`src/sv/escd_pkg.sv`:
```
// ============================================================================
// escd_pkg
// Shared widths, reciprocal constants and pipeline control types for the
// epoch seconds to civil date converter.
// ============================================================================
`default_nettype none

package escd_pkg;

   // Pipeline depth: one register stage per entry
   localparam int NUM_STAGES = 8;

   // Field widths of intermediate values
   localparam int SECS_W = 32;
   localparam int DAY_W  = 16;   // days since 1970-01-01, up to 49710
   localparam int TOD_W  = 17;   // seconds within the day, below 86400
   localparam int MINS_W = 11;   // minutes within the day, below 1440
   localparam int WQ_W   = 13;   // weeks, below 7103
   localparam int DOE_W  = 18;   // day of the 400-year era
   localparam int YOE_W  = 9;    // year of the era, up to 399
   localparam int DOY_W  = 9;    // day of the March-based year, up to 365
   localparam int MP_W   = 4;    // March-based month, 0..11

   // Output field widths
   localparam int YEAR_W  = 8;
   localparam int MONTH_W = 4;
   localparam int MDAY_W  = 5;
   localparam int HOUR_W  = 5;
   localparam int MIN_W   = 6;
   localparam int SEC_W   = 6;
   localparam int WDAY_W  = 3;

   // Seconds per day and days at the first era boundary after the epoch
   localparam logic [TOD_W-1:0] SECS_PER_DAY     = 17'd86400;
   localparam logic [DAY_W-1:0] ERA_SPLIT_DAY    = 16'd11017;    // 2000-03-01
   localparam logic [DOE_W-1:0] DOE_BASE_ERA_LO  = 18'd135080;   // 719468 - 4 eras
   localparam logic [DOE_W-1:0] DOE_CENTURY_1    = 18'd36524;
   localparam logic [DOE_W-1:0] DOE_CENTURY_2    = 18'd73048;
   localparam logic [DOE_W-1:0] DOE_CENTURY_3    = 18'd109572;
   localparam logic [DOE_W-1:0] DOE_LAST_DAY     = 18'd146096;

   // Exact reciprocal multipliers: x / d == (x * MUL) >> SHIFT over the used range
   localparam logic [25:0] DIV675_MUL   = 26'd50903317;
   localparam int          DIV675_SHIFT = 35;
   localparam logic [16:0] DIV15_MUL    = 17'd69906;
   localparam int          DIV15_SHIFT  = 20;
   localparam logic [16:0] DIV7_MUL     = 17'd74899;
   localparam int          DIV7_SHIFT   = 19;
   localparam logic [15:0] DIV365_MUL   = 16'd45965;
   localparam int          DIV365_SHIFT = 24;
   localparam logic [9:0]  DIV100_MUL   = 10'd656;
   localparam int          DIV100_SHIFT = 16;
   localparam logic [12:0] DIV153_MUL   = 13'd6854;
   localparam int          DIV153_SHIFT = 20;

   // Per-stage load strobes from the flow control
   typedef struct packed {
      logic [NUM_STAGES-1:0] load;
   } stage_ctl_type;

   // First day of each March-based month within the year
   function automatic logic [DOY_W-1:0] month_start(input logic [MP_W-1:0] mp);
      logic [DOY_W-1:0] start;
      case (mp)
         4'd0:    start = 9'd0;
         4'd1:    start = 9'd31;
         4'd2:    start = 9'd61;
         4'd3:    start = 9'd92;
         4'd4:    start = 9'd122;
         4'd5:    start = 9'd153;
         4'd6:    start = 9'd184;
         4'd7:    start = 9'd214;
         4'd8:    start = 9'd245;
         4'd9:    start = 9'd275;
         4'd10:   start = 9'd306;
         4'd11:   start = 9'd337;
         default: start = 9'd0;
      endcase
      return start;
   endfunction

endpackage

`default_nettype wire

```
`src/sv/escd_flow.sv`:
```
// ============================================================================
// escd_flow
// Valid bits and ready chain of the conversion pipeline; each stage loads
// when it is empty or the stage after it moves.
// ============================================================================
`default_nettype none

module escd_flow (
   input  logic                  clock,
   input  logic                  reset,
   input  logic                  req_valid,
   output logic                  req_ready,
   output logic                  rsp_valid,
   input  logic                  rsp_ready,
   output escd_pkg::stage_ctl_type ctl
);
   import escd_pkg::*;

   logic [NUM_STAGES-1:0] vld_ff;
   logic [NUM_STAGES-1:0] vld_in;
   logic [NUM_STAGES-1:0] rdy;
   logic [NUM_STAGES-1:0] shift_in;

   // Propagate ready backward: a stage can load when empty or draining
   always_comb begin
      rdy[NUM_STAGES-1] = !vld_ff[NUM_STAGES-1] || rsp_ready;
      for (int k = NUM_STAGES - 2; k >= 0; k--) begin
         rdy[k] = !vld_ff[k] || rdy[k+1];
      end
   end

   // Advance valid bits into the stages that load
   assign shift_in = {vld_ff[NUM_STAGES-2:0], req_valid};
   assign vld_in   = (vld_ff & ~rdy) | (shift_in & rdy);

   always_ff @(posedge clock) begin
      if (reset) begin
         vld_ff <= '0;
      end else begin
         vld_ff <= vld_in;
      end
   end

   assign ctl.load  = rdy;
   assign req_ready = rdy[0];
   assign rsp_valid = vld_ff[NUM_STAGES-1];

endmodule

`default_nettype wire

```
`src/sv/escd_day_split.sv`:
```
// ============================================================================
// escd_day_split
// Split epoch seconds into whole days and seconds within the day, using a
// reciprocal multiply for the division by 86400 (stages 0 and 1).
// ============================================================================
`default_nettype none

module escd_day_split (
   input  logic                          clock,
   input  escd_pkg::stage_ctl_type       ctl,
   input  logic [escd_pkg::SECS_W-1:0]   epoch_seconds,
   output logic [escd_pkg::DAY_W-1:0]    days,
   output logic [escd_pkg::TOD_W-1:0]    tod
);
   import escd_pkg::*;

   localparam int PROD_W = (SECS_W - 7) + 26;

   logic [PROD_W-1:0] day_prod;
   logic [DAY_W-1:0]  days0_in, days0_ff;
   logic [SECS_W-1:0] secs0_ff;
   logic [SECS_W-1:0] day_secs;
   logic [SECS_W-1:0] tod_full;
   logic [TOD_W-1:0]  tod1_in, tod1_ff;
   logic [DAY_W-1:0]  days1_ff;

   // Stage 0: days = (secs >> 7) / 675
   always_comb begin
      day_prod = PROD_W'(epoch_seconds[SECS_W-1:7]) * PROD_W'(DIV675_MUL);
      days0_in = day_prod[DIV675_SHIFT +: DAY_W];
   end

   always_ff @(posedge clock) begin
      if (ctl.load[0]) begin
         days0_ff <= days0_in;
         secs0_ff <= epoch_seconds;
      end
   end

   // Stage 1: remainder within the day
   always_comb begin
      day_secs = SECS_W'(days0_ff) * SECS_W'(SECS_PER_DAY);
      tod_full = secs0_ff - day_secs;
      tod1_in  = tod_full[TOD_W-1:0];
   end

   always_ff @(posedge clock) begin
      if (ctl.load[1]) begin
         tod1_ff  <= tod1_in;
         days1_ff <= days0_ff;
      end
   end

   assign days = days1_ff;
   assign tod  = tod1_ff;

endmodule

`default_nettype wire

```
`src/sv/escd_clock_path.sv`:
```
// ============================================================================
// escd_clock_path
// Hour, minute, second and weekday from the day split (stages 2 to 7).
// ============================================================================
`default_nettype none

module escd_clock_path (
   input  logic                          clock,
   input  escd_pkg::stage_ctl_type       ctl,
   input  logic [escd_pkg::DAY_W-1:0]    days,
   input  logic [escd_pkg::TOD_W-1:0]    tod,
   output logic [escd_pkg::HOUR_W-1:0]   hour_of_day,
   output logic [escd_pkg::MIN_W-1:0]    minute_of_hour,
   output logic [escd_pkg::SEC_W-1:0]    second_of_minute,
   output logic [escd_pkg::WDAY_W-1:0]   weekday
);
   import escd_pkg::*;

   localparam int MPROD_W = (TOD_W - 2) + 17;
   localparam int WPROD_W = DAY_W + 17;
   localparam int HPROD_W = (MINS_W - 2) + 17;

   // Stage 2
   logic [MPROD_W-1:0] mins_prod;
   logic [WPROD_W-1:0] wk_prod;
   logic [DAY_W-1:0]   wx2_in, wx2_ff;
   logic [MINS_W-1:0]  mins2_in, mins2_ff;
   logic [WQ_W-1:0]    wq2_in, wq2_ff;
   logic [TOD_W-1:0]   tod2_ff;
   // Stage 3
   logic [HPROD_W-1:0] hour_prod;
   logic [TOD_W-1:0]   sec_full;
   logic [DAY_W-1:0]   wday_full;
   logic [SEC_W-1:0]   sec3_in, sec3_ff;
   logic [HOUR_W-1:0]  hour3_in, hour3_ff;
   logic [WDAY_W-1:0]  wday3_in, wday3_ff;
   logic [MINS_W-1:0]  mins3_ff;
   // Stage 4
   logic [MINS_W-1:0]  min_full;
   logic [MIN_W-1:0]   min4_in, min4_ff;
   logic [SEC_W-1:0]   sec4_ff;
   logic [HOUR_W-1:0]  hour4_ff;
   logic [WDAY_W-1:0]  wday4_ff;
   // Stages 5 to 7: delay to line up with the date path
   logic [SEC_W-1:0]   sec5_ff, sec6_ff, sec7_ff;
   logic [HOUR_W-1:0]  hour5_ff, hour6_ff, hour7_ff;
   logic [MIN_W-1:0]   min5_ff, min6_ff, min7_ff;
   logic [WDAY_W-1:0]  wday5_ff, wday6_ff, wday7_ff;

   // Stage 2: minutes of day = (tod >> 2) / 15, weeks = (days + 4) / 7
   always_comb begin
      wx2_in    = days + DAY_W'(4);
      mins_prod = MPROD_W'(tod[TOD_W-1:2]) * MPROD_W'(DIV15_MUL);
      mins2_in  = mins_prod[DIV15_SHIFT +: MINS_W];
      wk_prod   = WPROD_W'(wx2_in) * WPROD_W'(DIV7_MUL);
      wq2_in    = wk_prod[DIV7_SHIFT +: WQ_W];
   end

   always_ff @(posedge clock) begin
      if (ctl.load[2]) begin
         wx2_ff   <= wx2_in;
         mins2_ff <= mins2_in;
         wq2_ff   <= wq2_in;
         tod2_ff  <= tod;
      end
   end

   // Stage 3: seconds, hour, weekday remainders
   always_comb begin
      sec_full  = tod2_ff - TOD_W'(TOD_W'(mins2_ff) * TOD_W'(60));
      sec3_in   = sec_full[SEC_W-1:0];
      hour_prod = HPROD_W'(mins2_ff[MINS_W-1:2]) * HPROD_W'(DIV15_MUL);
      hour3_in  = hour_prod[DIV15_SHIFT +: HOUR_W];
      wday_full = wx2_ff - DAY_W'(DAY_W'(wq2_ff) * DAY_W'(7));
      wday3_in  = wday_full[WDAY_W-1:0];
   end

   always_ff @(posedge clock) begin
      if (ctl.load[3]) begin
         sec3_ff  <= sec3_in;
         hour3_ff <= hour3_in;
         wday3_ff <= wday3_in;
         mins3_ff <= mins2_ff;
      end
   end

   // Stage 4: minute within the hour
   always_comb begin
      min_full = mins3_ff - MINS_W'(MINS_W'(hour3_ff) * MINS_W'(60));
      min4_in  = min_full[MIN_W-1:0];
   end

   always_ff @(posedge clock) begin
      if (ctl.load[4]) begin
         min4_ff  <= min4_in;
         sec4_ff  <= sec3_ff;
         hour4_ff <= hour3_ff;
         wday4_ff <= wday3_ff;
      end
   end

   // Stages 5 to 7: hold the time fields in step with the date fields
   always_ff @(posedge clock) begin
      if (ctl.load[5]) begin
         sec5_ff  <= sec4_ff;
         hour5_ff <= hour4_ff;
         min5_ff  <= min4_ff;
         wday5_ff <= wday4_ff;
      end
      if (ctl.load[6]) begin
         sec6_ff  <= sec5_ff;
         hour6_ff <= hour5_ff;
         min6_ff  <= min5_ff;
         wday6_ff <= wday5_ff;
      end
      if (ctl.load[7]) begin
         sec7_ff  <= sec6_ff;
         hour7_ff <= hour6_ff;
         min7_ff  <= min6_ff;
         wday7_ff <= wday6_ff;
      end
   end

   assign hour_of_day      = hour7_ff;
   assign minute_of_hour   = min7_ff;
   assign second_of_minute = sec7_ff;
   assign weekday          = wday7_ff;

endmodule

`default_nettype wire

```
`src/sv/escd_date_path.sv`:
```
// ============================================================================
// escd_date_path
// Gregorian date from the day count by era, day of era, year of era and
// March-based month (stages 2 to 7).
// ============================================================================
`default_nettype none

module escd_date_path (
   input  logic                          clock,
   input  escd_pkg::stage_ctl_type       ctl,
   input  logic [escd_pkg::DAY_W-1:0]    days,
   output logic [escd_pkg::YEAR_W-1:0]   years_since_1900,
   output logic [escd_pkg::MONTH_W-1:0]  month_index,
   output logic [escd_pkg::MDAY_W-1:0]   day_of_month
);
   import escd_pkg::*;

   localparam int CPROD_W = (DOE_W - 2) + 16;
   localparam int YPROD_W = DOE_W + 16;
   localparam int QPROD_W = YOE_W + 10;
   localparam int NUM_W   = 11;
   localparam int MPROD_W = NUM_W + 13;
   localparam int YSUM_W  = 10;

   // Stage 2
   logic               era2_in, era2_ff;
   logic [DOE_W-1:0]   doe2_in, doe2_ff;
   // Stage 3
   logic [CPROD_W-1:0] quad_prod;
   logic [6:0]         quads;
   logic [2:0]         cents;
   logic               last_day;
   logic [DOE_W-1:0]   num3_in, num3_ff;
   logic [DOE_W-1:0]   doe3_ff;
   logic               era3_ff;
   // Stage 4
   logic [YPROD_W-1:0] yoe_prod;
   logic [YOE_W-1:0]   yoe4_in, yoe4_ff;
   logic [DOE_W-1:0]   doe4_ff;
   logic               era4_ff;
   // Stage 5
   logic [QPROD_W-1:0] cent_prod;
   logic [DOE_W-1:0]   year_days;
   logic [DOE_W-1:0]   doy_full;
   logic [DOY_W-1:0]   doy5_in, doy5_ff;
   logic [YOE_W-1:0]   yoe5_ff;
   logic               era5_ff;
   // Stage 6
   logic [NUM_W-1:0]   mp_num;
   logic [MPROD_W-1:0] mp_prod;
   logic [MP_W-1:0]    mp6_in, mp6_ff;
   logic [DOY_W-1:0]   doy6_ff;
   logic [YOE_W-1:0]   yoe6_ff;
   logic               era6_ff;
   // Stage 7
   logic               early_month;
   logic [DOY_W-1:0]   mday_full;
   logic [YSUM_W-1:0]  year_sum;
   logic [YEAR_W-1:0]  year7_in, year7_ff;
   logic [MONTH_W-1:0] month7_in, month7_ff;
   logic [MDAY_W-1:0]  mday7_in, mday7_ff;

   // Stage 2: pick the era (1600 or 2000) and take the day of era
   always_comb begin
      era2_in = (days >= ERA_SPLIT_DAY);
      if (era2_in) begin
         doe2_in = DOE_W'(days) - DOE_W'(ERA_SPLIT_DAY);
      end else begin
         doe2_in = DOE_W'(days) + DOE_BASE_ERA_LO;
      end
   end

   always_ff @(posedge clock) begin
      if (ctl.load[2]) begin
         era2_ff <= era2_in;
         doe2_ff <= doe2_in;
      end
   end

   // Stage 3: leap day corrections of the day of era
   always_comb begin
      quad_prod = CPROD_W'(doe2_ff[DOE_W-1:2]) * CPROD_W'(DIV365_MUL);
      quads     = quad_prod[DIV365_SHIFT +: 7];
      cents     = 3'(doe2_ff >= DOE_CENTURY_1) + 3'(doe2_ff >= DOE_CENTURY_2)
                + 3'(doe2_ff >= DOE_CENTURY_3) + 3'(doe2_ff >= DOE_LAST_DAY);
      last_day  = (doe2_ff == DOE_LAST_DAY);
      num3_in   = doe2_ff - DOE_W'(quads) + DOE_W'(cents) - DOE_W'(last_day);
   end

   always_ff @(posedge clock) begin
      if (ctl.load[3]) begin
         num3_ff <= num3_in;
         doe3_ff <= doe2_ff;
         era3_ff <= era2_ff;
      end
   end

   // Stage 4: year of era = corrected days / 365
   always_comb begin
      yoe_prod = YPROD_W'(num3_ff) * YPROD_W'(DIV365_MUL);
      yoe4_in  = yoe_prod[DIV365_SHIFT +: YOE_W];
   end

   always_ff @(posedge clock) begin
      if (ctl.load[4]) begin
         yoe4_ff <= yoe4_in;
         doe4_ff <= doe3_ff;
         era4_ff <= era3_ff;
      end
   end

   // Stage 5: day of the March-based year
   always_comb begin
      cent_prod = QPROD_W'(yoe4_ff) * QPROD_W'(DIV100_MUL);
      year_days = DOE_W'(DOE_W'(yoe4_ff) * DOE_W'(365))
                + DOE_W'(yoe4_ff[YOE_W-1:2])
                - DOE_W'(cent_prod[DIV100_SHIFT +: 2]);
      doy_full  = doe4_ff - year_days;
      doy5_in   = doy_full[DOY_W-1:0];
   end

   always_ff @(posedge clock) begin
      if (ctl.load[5]) begin
         doy5_ff <= doy5_in;
         yoe5_ff <= yoe4_ff;
         era5_ff <= era4_ff;
      end
   end

   // Stage 6: March-based month = (5 * doy + 2) / 153
   always_comb begin
      mp_num  = NUM_W'(NUM_W'(doy5_ff) * NUM_W'(5)) + NUM_W'(2);
      mp_prod = MPROD_W'(mp_num) * MPROD_W'(DIV153_MUL);
      mp6_in  = mp_prod[DIV153_SHIFT +: MP_W];
   end

   always_ff @(posedge clock) begin
      if (ctl.load[6]) begin
         mp6_ff  <= mp6_in;
         doy6_ff <= doy5_ff;
         yoe6_ff <= yoe5_ff;
         era6_ff <= era5_ff;
      end
   end

   // Stage 7: day of month, January-based month, year offset from 1900
   always_comb begin
      early_month = (mp6_ff >= MP_W'(10));
      mday_full   = doy6_ff - month_start(mp6_ff) + DOY_W'(1);
      mday7_in    = mday_full[MDAY_W-1:0];
      if (early_month) begin
         month7_in = mp6_ff - MP_W'(10);
      end else begin
         month7_in = mp6_ff + MP_W'(2);
      end
      // 2000 era adds 100, 1600 era subtracts 300 (mod 1024)
      year_sum = YSUM_W'(yoe6_ff) + (era6_ff ? YSUM_W'(100) : YSUM_W'(724))
               + YSUM_W'(early_month);
      year7_in = year_sum[YEAR_W-1:0];
   end

   always_ff @(posedge clock) begin
      if (ctl.load[7]) begin
         year7_ff  <= year7_in;
         month7_ff <= month7_in;
         mday7_ff  <= mday7_in;
      end
   end

   assign years_since_1900 = year7_ff;
   assign month_index      = month7_ff;
   assign day_of_month     = mday7_ff;

endmodule

`default_nettype wire

```
`src/sv/epoch_seconds_to_civil_date.sv`:
```
// ============================================================================
// epoch_seconds_to_civil_date
// Converts an unsigned 32-bit count of seconds since 1970-01-01 00:00:00 UTC
// into year since 1900, month, day of month, hour, minute, second and
// weekday. The block is an eight-stage pipeline. An item enters stage 0 at
// the edge that accepts it, and its result is offered from stage 7. A new
// item is taken every cycle unless a stalled output has filled every
// stage. The depth comes from the reciprocal multiplies (days, minutes,
// hours, year of era, month) and the subtractions that follow them, with
// one step per register. Each stage holds its item when the next one is
// full and stalled. Bubbles close up, so the input keeps accepting while a
// finished result waits at the output, until every stage is full. Leap
// seconds are not modeled; there is no configuration and no other state.
// ============================================================================
`default_nettype none

module epoch_seconds_to_civil_date (
   input  logic                           clock,
   input  logic                           reset,
   input  logic                           req_valid,
   output logic                           req_ready,
   input  logic [escd_pkg::SECS_W-1:0]    req_epoch_seconds,
   output logic                           rsp_valid,
   input  logic                           rsp_ready,
   output logic [escd_pkg::YEAR_W-1:0]    rsp_years_since_1900,
   output logic [escd_pkg::MONTH_W-1:0]   rsp_month_index,
   output logic [escd_pkg::MDAY_W-1:0]    rsp_day_of_month,
   output logic [escd_pkg::HOUR_W-1:0]    rsp_hour_of_day,
   output logic [escd_pkg::MIN_W-1:0]     rsp_minute_of_hour,
   output logic [escd_pkg::SEC_W-1:0]     rsp_second_of_minute,
   output logic [escd_pkg::WDAY_W-1:0]    rsp_weekday
);
   import escd_pkg::*;

   stage_ctl_type    ctl;
   logic [DAY_W-1:0] days;
   logic [TOD_W-1:0] tod;

   // Valid bits and stage load strobes
   escd_flow u_flow (
      .clock     (clock),
      .reset     (reset),
      .req_valid (req_valid),
      .req_ready (req_ready),
      .rsp_valid (rsp_valid),
      .rsp_ready (rsp_ready),
      .ctl       (ctl)
   );

   // Days and seconds of day
   escd_day_split u_day_split (
      .clock         (clock),
      .ctl           (ctl),
      .epoch_seconds (req_epoch_seconds),
      .days          (days),
      .tod           (tod)
   );

   // Time of day and weekday
   escd_clock_path u_clock_path (
      .clock            (clock),
      .ctl              (ctl),
      .days             (days),
      .tod              (tod),
      .hour_of_day      (rsp_hour_of_day),
      .minute_of_hour   (rsp_minute_of_hour),
      .second_of_minute (rsp_second_of_minute),
      .weekday          (rsp_weekday)
   );

   // Calendar date
   escd_date_path u_date_path (
      .clock            (clock),
      .ctl              (ctl),
      .days             (days),
      .years_since_1900 (rsp_years_since_1900),
      .month_index      (rsp_month_index),
      .day_of_month     (rsp_day_of_month)
   );

endmodule

`default_nettype wire

```
`config.mk`:
```
export PLATFORM = sky130hd
export DESIGN_NAME = epoch_seconds_to_civil_date
export DESIGN_NICKNAME = d
export VERILOG_FILES = /design/src/sv/escd_pkg.sv /design/src/sv/escd_flow.sv /design/src/sv/escd_day_split.sv /design/src/sv/escd_clock_path.sv /design/src/sv/escd_date_path.sv /design/src/sv/epoch_seconds_to_civil_date.sv
export SDC_FILE = /design/constraint.sdc
export NUM_CORES = 2
export LEC_CHECK = 0
export ABC_CLOCK_PERIOD_IN_PS = 10300
export BUFFER_PORTS_ARGS = -buffer_cell sky130_fd_sc_hd__buf_4
export CAP_MARGIN = 25
export CORE_MARGIN = 2
export CORE_UTILIZATION = 60
export CTS_CLUSTER_DIAMETER = 150
export DETAILED_ROUTE_END_ITERATION = 8
export HOLD_SLACK_MARGIN = 0.05
export PLACE_DENSITY_LB_ADDON = 0.08
export SYNTH_ARGS = -nofsm -noshare
export SYNTH_HDL_FRONTEND = slang
export SYNTH_SLANG_ARGS = --single-unit
```
`constraint.sdc`:
```
create_clock -name clock -period 10.3 [get_ports clock]
set_clock_uncertainty 0.05 [all_clocks]
set_input_delay 1.03 -clock clock [delete_from_list [all_inputs] [get_ports clock]]
set_output_delay 1.03 -clock clock [all_outputs]
set_load 0.05 [all_outputs]
```
After elaboration in Yosys (flattened, before gate mapping)
Memory sizes are Yosys's and may differ from the RTL's. A register that Yosys moved wholly into a read port is not among the register bits.
Cells that the tools add are included.
W data, S select, Z words.
{ "op_classes": {"add_sub_neg": 23, "multipliers": 14, "magnitude_cmp": 6, "eq_ne": 1, "n_mux": 4, "bitwise": 4, "n_reduce_logical": 16} }
{ "op_table": {"columns": ["operator", "count"], "rows": [
  ["$mul A25 B26 Y51 const B", 1],
  ["$ge A18 B17 Y1 const B", 2],
  ["$mul A18 B16 Y33 const B", 1],
  ["$mul A16 B17 Y32 const B", 1],
  ["$mul A16 B16 Y31 const B", 1],
  ["$mul A15 B16 Y30 const B", 1],
  ["$mul A9 B16 Y24 const B", 1],
  ["$mul A11 B12 Y23 const B", 1],
  ["$add A16 B18 Y18 const B", 1],
  ["$add A18 B3 Y18", 1],
  ["$eq A18 B18 Y1 const B", 1],
  ["$ge A18 B16 Y1 const B", 1],
  ["$ge A18 B18 Y1 const B", 1],
  ["$mux W18", 1],
  ["$sub A18 B1 Y18", 1],
  ["$sub A18 B7 Y18", 1],
  ["$sub A16 B14 Y17 const B", 1],
  ["$sub A17 B17 Y17", 1],
  ["$add A16 B3 Y16 const B", 1],
  ["$and A8 B8 Y8", 2],
  ["$ge A16 B14 Y1 const B", 1],
  ["$mul A16 B10 Y10 const B", 1],
  ["$mul A9 B6 Y14 const B", 1],
  ["$mul A13 B3 Y3 const B", 1],
  ["other kinds (25)", 42]
]} }
{ "totals": {"reg_bits": 326, "rom_bits": 144, "input_bits": 36, "output_inout_bits": 39, "elab_cells": 116, "memories": 1} }
{ "mem_list": {"columns": ["name", "depth", "width", "rd", "rd_ports_with_merged_regs", "wr", "line", "text"], "rows": [
  ["(no name shown)", 16, 9, 1, 1, 0, "escd_pkg.sv:64", "case (mp)"]
]} }

Longest topological paths before layout
{ "logic_depth": {"depth_word": 12, "depth_mapped": 34, "ltp_nobuf": 34} }

By module
Synthesis repeated with hierarchy kept, for this count alone.
{ "unflattened": {"hier_cells": 3838, "hier_area_um2": 42737.2} }
{ "modules_own_cells": {"columns": ["module", "n_inst", "cells_per_inst", "area_per_inst_um2", "seq_area_each_um2"], "rows": [
  ["escd_date_path", 1, 1851, 20189.4, 3673.5],
  ["escd_day_split", 1, 1167, 12488.2, 1981.9],
  ["escd_clock_path", 1, 782, 9713.1, 3693.5],
  ["escd_flow", 1, 38, 346.6, 160.2]
]} }

Worst setup path before layout
No wires, ideal clock.
{ "synth_timing": {"path_kind": "register to register", "from": "register u_date_path.doe2_ff[8]", "to": "register u_date_path.num3_ff[17], data pin", "setup_time_ns": 0.258, "t_arrival_ns": 7.539, "required_time_ns": 9.992, "setup_slack_ns": 2.453, "path_stages_with_launch": 33, "period_less_slack_ns": 7.847, "cell_sequence": "edfxtp_1 > ha_1 > fa_1 > fa_1 > inv_1 > fa_1 > inv_1 > fa_1 > inv_1 > fa_1 > inv_1 > ha_1 > a21o_1 > a21o_1 > a22oi_1 > o211a_1 > a21oi_1 > or3_1 > o31a_1 > a21oi_1 > xnor2_1 > ha_1 > inv_1 > ha_1 > ha_1 > o21a_1 > nor2_1 > a21oi_1 > o22ai_1 > o2111ai_1 > a31oi_1 > o21bai_1 > xnor2_1"} }
{ "synth_via": {"elab_chain_len": 6} }
{ "synth_lines": {"columns": ["element", "line", "text"], "rows": [
  ["start: declaration", "escd_date_path.sv:27", "logic [DOE_W-1:0] doe2_in, doe2_ff;"],
  ["start signal: assignment", "escd_date_path.sv:76", "doe2_ff <= doe2_in;"],
  ["branches (longest 5 deep; another with $mul A16 B16 Y31)", null, null],
  ["$sub A18 B1 Y18 *", "escd_date_path.sv:87", "num3_in = doe2_ff - DOE_W'(quads) + DOE_W'(cents) - DOE_W'(last_day);"],
  ["named net u_date_path.num3_in[17]", "escd_date_path.sv:33", "logic [DOE_W-1:0] num3_in, num3_ff;"],
  ["end signal: assignment", "escd_date_path.sv:92", "num3_ff <= num3_in;"],
  ["end: declaration", "escd_date_path.sv:33", null]
]} }
Mark *: on every way through the listed nets, which the timed path passes.
A chain may end at the register's enable or synchronous reset.

Final worst setup path
{ "layout_timing": {"from": "register u_date_path.doe2_ff[5]", "to": "register u_date_path.num3_ff[16], data pin"} }
The elaborated chain is that of the path after synthesis.

==> metrics.md <==
| Metric | Value |
|---|---|
| Via count | 25,200 |
| Measured slew at the worst slew-check pin | 1130 ps |
| Distinct cell type count of the synthesized netlist | 72 |
| Final HPWL from detailed placement | 71,000 um |
| Commonest cells after routing, fill and taps aside | 1,030 x ha_1, 943 x inv_1, 515 x fa_1, 308 x edfxtp_1, 142 x xnor2_1 |
| Async set-or-reset flop fraction in the synthesized netlist | 0% |
| Final weighted congestion in routability-driven placement | 0.919 |
| # DRC | 0 |
| Post-place instance area | 0.0435 mm2 |
| Layout overhead on the synthesized area | 7.04% |
| Number of synthesized register bits | 321 |
| Maximum number of buffers from clock root to sink | 3 |
| Crit path buf inv count | 8 |
| Hold-fix buffers, CTS | 0 |
| Count of maximum capacitance violations | 0 |
| Clock tree from TritonCTS | built |
| Maximum fanout count along the critical path | 11 |
| Net Count, Synth | 5,248 |
| Worst-Skew Late Latency | 560 ps |
| Pin count of the biggest net entering global routing | 49 |
| Post-layout net count | 5,356 |
| Slowest stage cell, crit path | edfxtp_1 |
| Clock H-tree levels | 2 |
| Number of buffers added on ports | 74 |
| Antenna violations before repair | 2 |
| Uppermost layer routed | met4 |
| Inserted Clock Buffers | 37 |
| Total wire length | 83,000 um |
| Data required time of the worst path | 10,550 ps |
| Per-cell via count in the routed design | 5.33 |
| Seq/Total Area, Yosys | 22.8% |
| Global-route wire length before repair | 139,000 um |
| Kind of end point of the critical path | flop |
| Period utilization | 85.0% |
| Most common cell after layout, fill and taps aside | ha_1 |
| CP most frequent cell | inv_1 |
| Total length of routed met3 wires | 2710 um |
| Horizontal die dimension | 268 um |
| Worst R2R Path Depth | 33 |
| Maximum single-stage delay on the critical path | 590 ps |
| Initial Utilization | 60.7% |
| Number of synthesized flops with an enable pin | 308 |
| Std-Cell Core Area | 0.0687 mm2 |
| Setup violators final | 0 |
| Antenna cells | 0 |
| Number of global-route vias before repair | 27,800 |
| Synthesized area divided by synthesized cell count | 11.4 um2 |
| Commonest register cell after synthesis | edfxtp_1 |
| Depth of the critical timing path with buffers and inverters included | 33 |
| Number of placement rows | 96 |
| Synthesized area | 0.0417 mm2 |
| Ports placed on the boundary | 75 |
| Post-synthesis instance total | 3,667 |
| Root buffer cell | clkbuf_16 |
| RSZ-0062 raised after global routing | false |
| Hold path cells | 0 |
| Post-route worst setup slack | 1550 ps |
| Outcome | finished, final reports clean |
| Resized cells post-CTS | 0 |
| Setup total negative slack | 0 ps |
| Average detailed-routed wire length per instance | 17.5 um |
| Global router's overall resource usage | 24.7% |
| Met2 routed wirelength | 41,000 um |
| Clk sink count | 321 |
| Data arrival, critical path | 9000 ps |
| Residual antenna-violating net count after detailed routing | 0 |
| Grt ovf | 0 |
| Startpoint types | flop |
| Relative slew slack | 23.8% |
| Clock slew at reported path FFs | 60 ps |
| Sum of routed wire segments on met1 | 37,500 um |
| Multi-input logic area | 0.0286 mm2 |
| Number of iterations in the first detailed-routing pass | 5 |
| CP Class | flop to flop |
| Endpoints failing hold | 0 |
| Number of max-slew violations in the final report | 0 |
| Final Cell Area | 0.0447 mm2 |
| Die height | 268 um |
| Post-Place Setup Slack | 1560 ps |
| Top achievable clock speed | 0.114 GHz |
| DR iter-0 viols | 991 |
| Register area | 0.00951 mm2 |
| Number of warnings issued by yosys | 0 |
| Reg2reg setup slack | 1550 ps |
| Min Tclk post-route | 8750 ps |
| Number of fill cells in the layout | 5,451 |
| Die outline area | 0.0717 mm2 |
| Category of cells accounting for the largest share of critical-path delay | adder cells |
| Fraction of layout cells with a size suffix above 1 | 4.32% |
| Worst hold path class | flop to flop |
| Number of post-CTS setup repair buffers | 0 |
routing by layer:
| layer | vias up | GRT usage (%) |
|---|---|---|
| li1 | 12200 | - |
| met1 | 12500 | 33.3 |
| met2 | 392 | 43.2 |
| met3 | 115 | 2.42 |
| met4 | 0 | 5.92 |
| met5 | - | 0 |
synth_stat cells (all sizes together) (14+ instances only):
| cell type | count | share of area [%] |
|---|---|---|
| ha | 1030 | 31 |
| inv | 944 | 8.5 |
| fa | 515 | 25 |
| edfxtp | 308 | 22 |
| xnor2 | 142 | 3.0 |
| a21oi | 110 | 1.3 |
| nor2 | 91 | 0.82 |
| nand2 | 75 | 0.67 |
| o21ai | 59 | 0.72 |
| xor2 | 53 | 1.1 |
| a21o | 42 | 0.76 |
| nand3 | 28 | 0.34 |
| nand4 | 25 | 0.37 |
| a211oi | 17 | 0.31 |
| o21bai | 17 | 0.31 |
| nor3 | 16 | 0.19 |
| o21a | 15 | 0.27 |
| clkbuf | 14 | 0.13 |
| nor2b | 14 | 0.21 |
cell families after synthesis:
logic type	Yosys count	share of synthesized area [%]
buf+inv	960	8.64
simple gates	314	3.66
xor+xnor	195	4.09
compound gates	327	5.09
mux	5	0.129
fa+ha+maj	1545	55.6
flops	321	22.8
cell type report:
class | instances | area share, %
Multi-Input combinational cell | 2386 | 64.1
Sequential cell | 321 | 21.3
Inverter | 945 | 7.94
Tap cell | 931 | 2.61
Clock buffer | 44 | 2.18
Timing Repair Buffer | 84 | 1.47
Clock inverter | 20 | 0.420
sequential cells by signal (all words and copies together) (netlist names), 8 cells and up, named ones only:
| signal | count |
|---|---|
| u_date_path.doe2_ff | 18 |
| u_date_path.num3_ff | 18 |
| u_day_split.secs0_ff | 17 |
| u_day_split.tod | 17 |
| u_day_split.days0_ff | 16 |
| u_day_split.days | 16 |
| u_clock_path.mins2_ff | 11 |
| u_date_path.doe3_ff | 9 |
| u_date_path.doe4_ff | 9 |
| u_date_path.doy5_ff | 9 |
| u_date_path.yoe4_ff | 9 |
| u_date_path.years_since_1900 | 8 |
| u_date_path.yoe5_ff | 8 |
| u_date_path.yoe6_ff | 8 |
final timing paths:
kind | startpoint | to
worst min register to register | u_day_split.tod[1] | u_clock_path.tod2_ff[1]
worst max-delay path | u_date_path.doe2_ff[5] | u_date_path.num3_ff[16]
worst max register to register | u_date_path.doe2_ff[5] | u_date_path.num3_ff[16]
worst min-delay path | u_day_split.tod[1] | u_clock_path.tod2_ff[1]
through the flow:
| stage | utilization (%) | hold slack (ps) | instances |
|---|---|---|---|
| finish | 65.0 | 352 | 4731 |
| global route | 65.0 | 348 | 4731 |
| CTS | 64.9 | 347 | 4729 |
| detailed placement | 63.3 | 355 | 4665 |
| global placement | 63.3 | 351 | 4665 |
| floorplan | - | 350 | 3667 |
Power is left out: the tool's default activity adds up to more than one toggle a clock period on the data nets, which glitch-free logic cannot reach.
